<file path="src/sv/rdp_pkg.sv">
// Shared types, constants and helpers for the relative date parser.
package rdp_pkg;

	// Character codes
	localparam logic [7:0] CH_ZERO  = 8'h30;
	localparam logic [7:0] CH_NINE  = 8'h39;
	localparam logic [7:0] CH_TAB   = 8'h09;
	localparam logic [7:0] CH_CR    = 8'h0D;
	localparam logic [7:0] CH_SPACE = 8'h20;
	localparam logic [7:0] CH_Y     = 8'h79;
	localparam logic [7:0] CH_M     = 8'h6D;
	localparam logic [7:0] CH_D     = 8'h64;

	// Range limits and packing factors
	localparam int unsigned MONTH_MAX = 11;
	localparam int unsigned DAY_MAX   = 30;
	localparam int unsigned MONTHS_PER_YEAR = MONTH_MAX + 1;
	localparam int unsigned DAYS_PER_MONTH  = DAY_MAX + 1;

	// Token queue between front and back
	localparam int unsigned QUEUE_DEPTH = 4;

	// Unit positions, in the order they may appear
	typedef enum logic [1:0] {
		UNIT_Y = 2'd0,
		UNIT_M = 2'd1,
		UNIT_D = 2'd2
	} unit_t;

	// Character classes
	typedef enum logic [1:0] {
		TK_SPACE = 2'd0,
		TK_DIGIT = 2'd1,
		TK_UNIT  = 2'd2,
		TK_OTHER = 2'd3
	} kind_t;

	// One classified character
	typedef struct packed {
		kind_t       kind;
		logic [3:0]  digit;
		unit_t       unit;
		logic        last;
	} token_t;

	// Bits needed for a number of n decimal digits
	function automatic int unsigned digits_to_bits(input int unsigned n);
		int unsigned p;
		p = 1;
		for (int unsigned i = 0; i < n; i++) begin
			p = p * 10;
		end
		return $clog2(p);
	endfunction

endpackage

</file>
<file path="src/sv/rdp_front.sv">
// Front end: accepts characters, classifies them and hands tokens to the queue.
module rdp_front import rdp_pkg::*; (
	input  logic       clk,
	input  logic       arst_n,
	input  logic [7:0] ch,
	input  logic       last,
	input  logic       item_valid,
	output logic       item_ready,
	output token_t     tok,
	output logic       tok_valid,
	input  logic       tok_ready
);

	token_t tok_s1;
	logic   tok_v_s1;
	token_t cls;

	// Classify the incoming character
	always_comb begin
		cls.kind  = TK_OTHER;
		cls.digit = 4'(ch - CH_ZERO);
		cls.unit  = UNIT_Y;
		cls.last  = last;
		if ((ch >= CH_TAB && ch <= CH_CR) || ch == CH_SPACE) begin
			cls.kind = TK_SPACE;
		end else if (ch >= CH_ZERO && ch <= CH_NINE) begin
			cls.kind = TK_DIGIT;
		end else if (ch == CH_Y) begin
			cls.kind = TK_UNIT;
			cls.unit = UNIT_Y;
		end else if (ch == CH_M) begin
			cls.kind = TK_UNIT;
			cls.unit = UNIT_M;
		end else if (ch == CH_D) begin
			cls.kind = TK_UNIT;
			cls.unit = UNIT_D;
		end
	end

	assign item_ready = !tok_v_s1 || tok_ready;

	// Token register
	always_ff @(posedge clk or negedge arst_n) begin
		if (!arst_n) begin
			tok_v_s1 <= 1'b0;
		end else if (item_ready) begin
			tok_v_s1 <= item_valid;
		end
	end

	always_ff @(posedge clk) begin
		if (item_ready && item_valid) begin
			tok_s1 <= cls;
		end
	end

	assign tok       = tok_s1;
	assign tok_valid = tok_v_s1;

endmodule

</file>
<file path="src/sv/rdp_queue.sv">
// Short token queue decoupling the front end from the parse engine.
module rdp_queue import rdp_pkg::*; (
	input  logic   clk,
	input  logic   arst_n,
	input  token_t wr_tok,
	input  logic   wr_valid,
	output logic   wr_ready,
	output token_t rd_tok,
	output logic   rd_valid,
	input  logic   rd_ready
);

	localparam int unsigned PW = $clog2(QUEUE_DEPTH);
	localparam int unsigned CW = $clog2(QUEUE_DEPTH + 1);

	token_t          mem_q [QUEUE_DEPTH];
	logic [PW-1:0]   wr_ptr_q;
	logic [PW-1:0]   rd_ptr_q;
	logic [CW-1:0]   count_q;
	logic            push;
	logic            pop;

	assign wr_ready = count_q != CW'(QUEUE_DEPTH);
	assign rd_valid = count_q != '0;
	assign rd_tok   = mem_q[rd_ptr_q];
	assign push     = wr_valid && wr_ready;
	assign pop      = rd_valid && rd_ready;

	// Pointers and fill count
	always_ff @(posedge clk or negedge arst_n) begin
		if (!arst_n) begin
			wr_ptr_q <= '0;
			rd_ptr_q <= '0;
			count_q  <= '0;
		end else begin
			if (push) wr_ptr_q <= (wr_ptr_q == PW'(QUEUE_DEPTH - 1)) ? '0 : wr_ptr_q + 1'b1;
			if (pop)  rd_ptr_q <= (rd_ptr_q == PW'(QUEUE_DEPTH - 1)) ? '0 : rd_ptr_q + 1'b1;
			if (push && !pop) begin
				count_q <= count_q + 1'b1;
			end else if (pop && !push) begin
				count_q <= count_q - 1'b1;
			end
		end
	end

	// Storage
	always_ff @(posedge clk) begin
		if (push) begin
			mem_q[wr_ptr_q] <= wr_tok;
		end
	end

endmodule

</file>
<file path="src/sv/rdp_back.sv">
// Parse engine: runs the date grammar over tokens and emits the parsed fields.
module rdp_back import rdp_pkg::*; #(
	parameter int unsigned DIGITS_MAX = 4,
	parameter int unsigned AW = 14
) (
	input  logic          clk,
	input  logic          arst_n,
	input  token_t        tok,
	input  logic          tok_valid,
	output logic          tok_ready,
	output logic          pk_valid,
	input  logic          pk_ready,
	output logic          pk_status,
	output logic [AW-1:0] pk_years,
	output logic [3:0]    pk_months,
	output logic [4:0]    pk_days,
	output logic [2:0]    pk_mask
);

	localparam int unsigned NW = $clog2(DIGITS_MAX + 1);

	typedef enum logic [1:0] {
		PH_EXPECT = 2'b01,
		PH_NUMBER = 2'b10
	} phase_t;

	phase_t          phase_q, phase_d;
	logic [AW-1:0]   accum_q, accum_d;
	logic [NW-1:0]   count_q, count_d;
	unit_t           upos_q, upos_d;
	logic [AW-1:0]   year_q, year_d;
	logic [3:0]      month_q, month_d;
	logic [4:0]      day_q, day_d;
	logic [2:0]      mask_q, mask_d;
	logic            failed_q, failed_d;
	logic            unit_ok;
	logic            step;

	assign tok_ready = !tok.last || pk_ready;
	assign pk_valid  = tok_valid && tok.last;
	assign step      = tok_valid && tok_ready;

	// Grammar step for one token
	always_comb begin
		phase_d  = phase_q;
		accum_d  = accum_q;
		count_d  = count_q;
		upos_d   = upos_q;
		year_d   = year_q;
		month_d  = month_q;
		day_d    = day_q;
		mask_d   = mask_q;
		failed_d = failed_q;
		unit_ok  = 1'b0;
		if (!failed_q) begin
			case (phase_q)
				PH_EXPECT: begin
					if (tok.kind == TK_DIGIT) begin
						accum_d = AW'(tok.digit);
						count_d = NW'(1);
						phase_d = PH_NUMBER;
					end else if (tok.kind != TK_SPACE) begin
						failed_d = 1'b1;
					end
				end
				PH_NUMBER: begin
					if (tok.kind == TK_DIGIT) begin
						if (32'(count_q) >= DIGITS_MAX) begin
							failed_d = 1'b1;
						end else begin
							accum_d = accum_q * AW'(10) + AW'(tok.digit);
							count_d = count_q + 1'b1;
						end
					end else if (tok.kind == TK_UNIT && tok.unit >= upos_q) begin
						upos_d = tok.unit;
						if (tok.unit == UNIT_M && 32'(accum_q) > MONTH_MAX) begin
							failed_d = 1'b1;
						end else if (tok.unit == UNIT_D && 32'(accum_q) > DAY_MAX) begin
							failed_d = 1'b1;
						end else begin
							case (tok.unit)
								UNIT_Y: begin
									year_d = accum_q;
									mask_d = mask_q | 3'b100;
								end
								UNIT_M: begin
									month_d = 4'(accum_q);
									mask_d  = mask_q | 3'b010;
								end
								default: begin
									day_d  = 5'(accum_q);
									mask_d = mask_q | 3'b001;
								end
							endcase
							phase_d = PH_EXPECT;
							accum_d = '0;
							count_d = '0;
							unit_ok = 1'b1;
						end
					end else begin
						failed_d = 1'b1;
					end
				end
				default: failed_d = 1'b1;
			endcase
		end
	end

	// Result fields, zero on error
	always_comb begin
		pk_status = failed_d || !unit_ok;
		pk_years  = pk_status ? '0 : year_d;
		pk_months = pk_status ? '0 : month_d;
		pk_days   = pk_status ? '0 : day_d;
		pk_mask   = pk_status ? '0 : mask_d;
	end

	// Parser state; cleared after the last character of a string
	always_ff @(posedge clk or negedge arst_n) begin
		if (!arst_n) begin
			phase_q  <= PH_EXPECT;
			accum_q  <= '0;
			count_q  <= '0;
			upos_q   <= UNIT_Y;
			year_q   <= '0;
			month_q  <= '0;
			day_q    <= '0;
			mask_q   <= '0;
			failed_q <= 1'b0;
		end else if (step) begin
			if (tok.last) begin
				phase_q  <= PH_EXPECT;
				accum_q  <= '0;
				count_q  <= '0;
				upos_q   <= UNIT_Y;
				year_q   <= '0;
				month_q  <= '0;
				day_q    <= '0;
				mask_q   <= '0;
				failed_q <= 1'b0;
			end else begin
				phase_q  <= phase_d;
				accum_q  <= accum_d;
				count_q  <= count_d;
				upos_q   <= upos_d;
				year_q   <= year_d;
				month_q  <= month_d;
				day_q    <= day_d;
				mask_q   <= mask_d;
				failed_q <= failed_d;
			end
		end
	end

endmodule

</file>
<file path="src/sv/rdp_pack.sv">
// Result packing: two-stage (years*12+months)*31+days and the output register.
module rdp_pack import rdp_pkg::*; #(
	parameter int unsigned AW = 14
) (
	input  logic          clk,
	input  logic          arst_n,
	input  logic          pk_valid,
	output logic          pk_ready,
	input  logic          pk_status,
	input  logic [AW-1:0] pk_years,
	input  logic [3:0]    pk_months,
	input  logic [4:0]    pk_days,
	input  logic [2:0]    pk_mask,
	output logic          res_valid,
	input  logic          res_ready,
	output logic          status,
	output logic [13:0]   years,
	output logic [3:0]    months,
	output logic [4:0]    days,
	output logic [2:0]    unit_mask,
	output logic [21:0]   packed_res
);

	localparam int unsigned YW = AW + 4;

	logic          v_s1;
	logic          status_s1;
	logic [AW-1:0] years_s1;
	logic [3:0]    months_s1;
	logic [4:0]    days_s1;
	logic [2:0]    mask_s1;
	logic [YW-1:0] ym_s1;
	logic          v_s2;
	logic          s2_free;
	logic          adv;

	assign s2_free  = !v_s2 || res_ready;
	assign adv      = v_s1 && s2_free;
	assign pk_ready = !v_s1 || s2_free;

	// Stage valids
	always_ff @(posedge clk or negedge arst_n) begin
		if (!arst_n) begin
			v_s1 <= 1'b0;
			v_s2 <= 1'b0;
		end else begin
			if (pk_ready) v_s1 <= pk_valid;
			if (s2_free)  v_s2 <= v_s1;
		end
	end

	// Stage 1: months since zero
	always_ff @(posedge clk) begin
		if (pk_ready && pk_valid) begin
			status_s1 <= pk_status;
			years_s1  <= pk_years;
			months_s1 <= pk_months;
			days_s1   <= pk_days;
			mask_s1   <= pk_mask;
			ym_s1     <= YW'(32'(pk_years) * MONTHS_PER_YEAR + 32'(pk_months));
		end
	end

	// Stage 2: day count and output register
	always_ff @(posedge clk) begin
		if (adv) begin
			status     <= status_s1;
			years      <= 14'(32'(years_s1));
			months     <= months_s1;
			days       <= days_s1;
			unit_mask  <= mask_s1;
			packed_res <= 22'(32'(ym_s1) * DAYS_PER_MONTH + 32'(days_s1));
		end
	end

	assign res_valid = v_s2;

endmodule

</file>
<file path="src/sv/relative_date_parser.sv">
// Relative date parser top level: <n>y<n>m<n>d strings in, one packed result per string out.
// Throughput: one character per cycle unless back-pressure from res_ready stalls the chain; the front
// register, token queue and parse engine each handle one item per cycle when not stalled.
// Path: after its last character is taken, the result of a string passes the front token register,
// the queue write, the parse step into the first packing stage and the second stage as output register.
// Reset: arst_n clears all control and parser state; payload registers are not reset.
module relative_date_parser import rdp_pkg::*; #(
	parameter int unsigned DIGITS_MAX = 4
) (
	input  logic        clk,
	input  logic        arst_n,
	input  logic [7:0]  ch,
	input  logic        last,
	input  logic        item_valid,
	output logic        item_ready,
	output logic        status,
	output logic [13:0] years,
	output logic [3:0]  months,
	output logic [4:0]  days,
	output logic [2:0]  unit_mask,
	output logic [21:0] packed_res,
	output logic        res_valid,
	input  logic        res_ready
);

	localparam int unsigned AW = digits_to_bits(DIGITS_MAX);

	token_t        f_tok;
	logic          f_valid;
	logic          f_ready;
	token_t        q_tok;
	logic          q_valid;
	logic          q_ready;
	logic          pk_valid;
	logic          pk_ready;
	logic          pk_status;
	logic [AW-1:0] pk_years;
	logic [3:0]    pk_months;
	logic [4:0]    pk_days;
	logic [2:0]    pk_mask;

	rdp_front u_front (
		.clk        (clk),
		.arst_n     (arst_n),
		.ch         (ch),
		.last       (last),
		.item_valid (item_valid),
		.item_ready (item_ready),
		.tok        (f_tok),
		.tok_valid  (f_valid),
		.tok_ready  (f_ready)
	);

	rdp_queue u_queue (
		.clk      (clk),
		.arst_n   (arst_n),
		.wr_tok   (f_tok),
		.wr_valid (f_valid),
		.wr_ready (f_ready),
		.rd_tok   (q_tok),
		.rd_valid (q_valid),
		.rd_ready (q_ready)
	);

	rdp_back #(
		.DIGITS_MAX (DIGITS_MAX),
		.AW         (AW)
	) u_back (
		.clk       (clk),
		.arst_n    (arst_n),
		.tok       (q_tok),
		.tok_valid (q_valid),
		.tok_ready (q_ready),
		.pk_valid  (pk_valid),
		.pk_ready  (pk_ready),
		.pk_status (pk_status),
		.pk_years  (pk_years),
		.pk_months (pk_months),
		.pk_days   (pk_days),
		.pk_mask   (pk_mask)
	);

	rdp_pack #(
		.AW (AW)
	) u_pack (
		.clk        (clk),
		.arst_n     (arst_n),
		.pk_valid   (pk_valid),
		.pk_ready   (pk_ready),
		.pk_status  (pk_status),
		.pk_years   (pk_years),
		.pk_months  (pk_months),
		.pk_days    (pk_days),
		.pk_mask    (pk_mask),
		.res_valid  (res_valid),
		.res_ready  (res_ready),
		.status     (status),
		.years      (years),
		.months     (months),
		.days       (days),
		.unit_mask  (unit_mask),
		.packed_res (packed_res)
	);

endmodule

</file>
<file path="config.mk">
export PLATFORM = sky130hd
export DESIGN_NAME = relative_date_parser
export DESIGN_NICKNAME = d
export VERILOG_FILES = /design/src/sv/rdp_pkg.sv /design/src/sv/rdp_front.sv /design/src/sv/rdp_queue.sv /design/src/sv/rdp_back.sv /design/src/sv/rdp_pack.sv /design/src/sv/relative_date_parser.sv
export SDC_FILE = /design/constraint.sdc
export NUM_CORES = 1
export LEC_CHECK = 0
export ABC_CLOCK_PERIOD_IN_PS = 8400
export BUFFER_PORTS_ARGS = -buffer_cell sky130_fd_sc_hd__clkbuf_2
export CORE_ASPECT_RATIO = 0.9
export CORE_MARGIN = 2
export CORE_UTILIZATION = 60
export DETAILED_ROUTE_END_ITERATION = 8
export MAX_ROUTING_LAYER = met4
export PLACE_DENSITY = 0.78
export SLEW_MARGIN = 20
export SYNTH_ARGS = -nofsm -noshare
export SYNTH_HDL_FRONTEND = slang
export SYNTH_SLANG_ARGS = --single-unit
</file>
<file path="constraint.sdc">
create_clock -name clk -period 8.4 [get_ports clk]
set_clock_uncertainty 0.05 [all_clocks]
set_input_delay 2.1 -clock clk [delete_from_list [all_inputs] [get_ports clk]]
set_output_delay 2.1 -clock clk [all_outputs]
set_load 0.1 [all_outputs]
</file>
==> flow_metrics.tcl <==
set metrics [dict create \
    run_status "completed" \
    slew_headroom_pct 40.0 \
    async_flop_share_pct 29.7 \
    synthCells 1064 \
    max_freq_mhz 149 \
    worstHoldPathType "register to register" \
    avgSynthCellArea_um2 11.7 \
    clock_latency_ps 440 \
    utilization_pct 67.0 \
    htree_levels 4 \
    wirelength_um 23100 \
    worstReg2RegEnd "u_pack.ym_s1[17]" \
    cp_max_fo 41 \
    synth.area.top_cells "edfxtp_1 33%, dfrtp_1 11%, fa_1 9.2%" \
    reg2reg_depth 23 \
    dieWidth_um 156 \
    area_delta_synth_final_pct 8.66 \
    multiInputGateArea_mm2 0.00644 \
    coreArea_mm2 0.0202 \
    syn_area_mm2 0.0124 \
    nets 1266 \
    via_per_inst 5.94 \
    antenna_found_initial 0 \
    synth_top_area_share_pct 33.1 \
    synth_edf_count 137 \
    synth_seq_area_share_pct 44.8 \
    hold_viol_final 0 \
    cts_resized 0 \
    r2r_start "u_queue.rd_ptr_q[0]" \
    grt_pass1_wl_um 38800 \
    setup_ws_ps 1700 \
    whs_endpoint "u_pack.years[12]" \
    worstPathRequired_ps 8650 \
    setup_viol 0 \
    fill_cells 1470 \
    io_buffer_count 63 \
    ys_ff_latch 195 \
    hold_buffers 0 \
    vias 8183 \
    fp-row-count 49 \
    firstDrtPassIters 5 \
    die_y_um 141 \
    postCtsSetupRepairBufs 0 \
    worstSetupPathType "register to register" \
    start_util_pct 61.6 \
    path_cells "mux4_2, inv_1, ha_1, nand2b_1, a21oi_1, nor4_1, and3_1, inv_2, a21oi_1, ha_1, ha_1, o21a_1, o22ai_1, a21oi_1, o21ai_1, a21oi_2, a221o_1, a21oi_1, xnor2_1, and3_4, o2111ai_2, mux2_4, o2bb2ai_2" \
    die_area_mm2 0.0219 \
    cts_max_path_buffers 2 \
    drtAntennaViolNets 0 \
    synth_warnings 0 \
    slowest_delay_ps 770 \
    diodes 0 \
    ios 64 \
    hp-start "u_pack.years_s1[12]" \
    rsz0062_at_grt "false" \
    dp_slack_ps 1790 \
    tightest_slew_ps 896 \
    root_buffer "clkbuf_16" \
    drt_iter0_markers 513 \
    grt-ovfl-total 0 \
    setup.worst_path.start_class "register" \
    wl_per_cell_um 16.8 \
    numClockSinks 195 \
    arrival_ps 6950 \
    grt_max_degree 59 \
    syn-num-nets 1221 \
    crit_top_cell "a21oi_1" \
    synth.distinct_cells 87 \
    max_cap_violations 0 \
    dp_hpwl_um 16600 \
    path_buf_inv 2 \
    cts_tree "done" \
    synthFlopType "edfxtp_1" \
    slowest_stage "dfrtp_1" \
    period_share_pct 79.8 \
    holdPathStages 0 \
    synth_area_leader_cell "edfxtp_1" \
    ff_latch_area_mm2 0.00557 \
    numCtsBuffers 17 \
    drv_slew 0 \
    regToRegSetupSlack_ps 1700 \
    gp_congestion 0.911 \
    drc 0 \
    crit_path_end_kind "register" \
    grt_pass1_vias 7916 \
    drive_gt1_share_pct 12.8 \
    fin_crit_ps 6700 \
    final.setup.tns_ps 0 \
    clk_pin_slew_ps 80 \
    grt_usage_pct 22.8 \
    cp_top_family "compound AO/OA/AOI/OAI gates" \
]
-- worst reg2reg max path, cell delays in order, from the launching register on --
cell       delay [ps]
dfrtp_1           770
mux4_2            680
inv_1             110
ha_1              220
nand2b_1          150
a21oi_1           210
nor4_1            100
and3_1            310
inv_2             560
a21oi_1           190
ha_1              310
ha_1              320
o21a_1            210
o22ai_1           180
a21oi_1           100
o21ai_1           250
a21oi_2           130
a221o_1           340
a21oi_1           270
xnor2_1           220
and3_4            250
o2111ai_2         160
mux2_4            340
o2bb2ai_2         120
-- routing by layer --
metal  GRT usage [%]  part of all wire, %  wire (um)
met1            31.3                   46      10700
met3            3.43                  4.4       1030
met2            36.3                   48      11200
met4            5.79                  1.1        262
met5               -                    0          0
-- cells in the final DEF, fill, tap and decap left out, types with 4 or more instances in the layout --
master	Yosys	layout
o21a_1	12	12
dfrtp_1	57	57
and3_1	6	6
nand2b_1	13	13
a22o_1	17	17
xor2_1	28	28
o21ai_1	4	4
or2_2	5	5
clkbuf_2	0	63
and2_1	10	9
o21ai_0	53	53
nor3b_1	4	4
nand4_1	5	5
nand3_1	30	30
inv_1	54	54
inv_8	0	5
edfxtp_1	137	137
a31oi_1	4	4
o21bai_1	6	6
nand2_1	65	65
nor2b_1	14	14
mux4_2	9	9
a22oi_1	6	6
buf_4	1	4
o31ai_1	9	9
mux2_2	6	6
o22ai_1	5	5
fa_1	57	57
mux2i_1	25	25
a21oi_1	50	50
nor2_1	89	88
nor3_1	14	14
clkbuf_16	0	17
clkinv_8	0	5
xnor2_1	43	43
ha_1	87	87
a21o_1	19	19
a211oi_1	9	9
o211ai_1	8	8
-- logic make-up (layout without fill, tap and decap cells) --
group	after synthesis	in the layout	share of synthesized area, %
buffers and inverters	96	154	3.47
adders and majority gates	144	144	17.9
DFF	195	195	44.8
and+or+nand+nor	280	280	11.3
AOI/OAI and AO/OA	232	232	12.6
xor gates and xnor gates	72	72	5.13
muxes	45	45	4.80
-- final cells by class --
| type | instances | share of cell area (%) |
|---|---|---|
| tap | 255 | 2.36 |
| multi-input combinational | 773 | 47.7 |
| sequential | 195 | 41.2 |
| clock inverter | 15 | 1.50 |
| timing repair buffer | 67 | 2.56 |
| inverter | 55 | 1.53 |
| clock buffer | 17 | 3.15 |
-- registers in the layout (all words and copies together), names as in the netlist, 5 cells and up --
register and cells:
u_front.tok 9, u_pack.packed_res 22, u_back.day_q 5, u_pack.years 14, u_pack.days_s1 5, u_queue.mem_q 36, u_back.accum_q 14, u_pack.years_s1 14
u_pack.ym_s1 16, u_back.year_q 14, u_pack.days 5
-- cell usage after synthesis (all sizes together) (8+ instances only) --
cell type,instances
o21ai,57
xnor2,44
xor2,28
edfxtp,137
ha,87
mux4,9
a21oi,52
nand3,30
dfrtp,57
o211ai,8
o21a,12
nand2,65
clkbuf,25
nor2,91
nand2b,13
buf,16
inv,55
and2,10
nor3,14
mux2,8
fa,57
a21o,19
mux2i,28
nor2b,15
a22o,17
o31ai,9
a211oi,9
-- through the flow --
| step | instance area [um2] | cells | hold slack (ps) |
|---|---|---|---|
| after floorplan | 12400 | 1064 | 350 |
| after global placement | 12900 | 1345 | 354 |
| after detailed placement | 12900 | 1345 | 358 |
| after CTS | 13500 | 1377 | 377 |
| after global routing | 13500 | 1377 | 387 |
| final | 13500 | 1377 | 373 |
-- how the worst max path moves through the flow --
stage / from / to / slack (ps) / cells past startpoint
floorplan: u_queue.rd_ptr_q[0] / u_pack.ym_s1[17] / 2620 / 28
global placement: u_queue.rd_ptr_q[0] / u_pack.ym_s1[17] / 1970 / 23
detailed placement: u_queue.rd_ptr_q[0] / u_pack.ym_s1[17] / 1790 / 23
CTS: u_queue.rd_ptr_q[0] / u_pack.ym_s1[17] / 1710 / 23
global route: u_queue.rd_ptr_q[0] / u_pack.ym_s1[17] / 1090 / 23
finish: u_queue.rd_ptr_q[0] / u_pack.ym_s1[17] / 1700 / 23
Power is left out: the tool's default activity adds up to more than one toggle a clock period on the data nets, which glitch-free logic cannot reach.
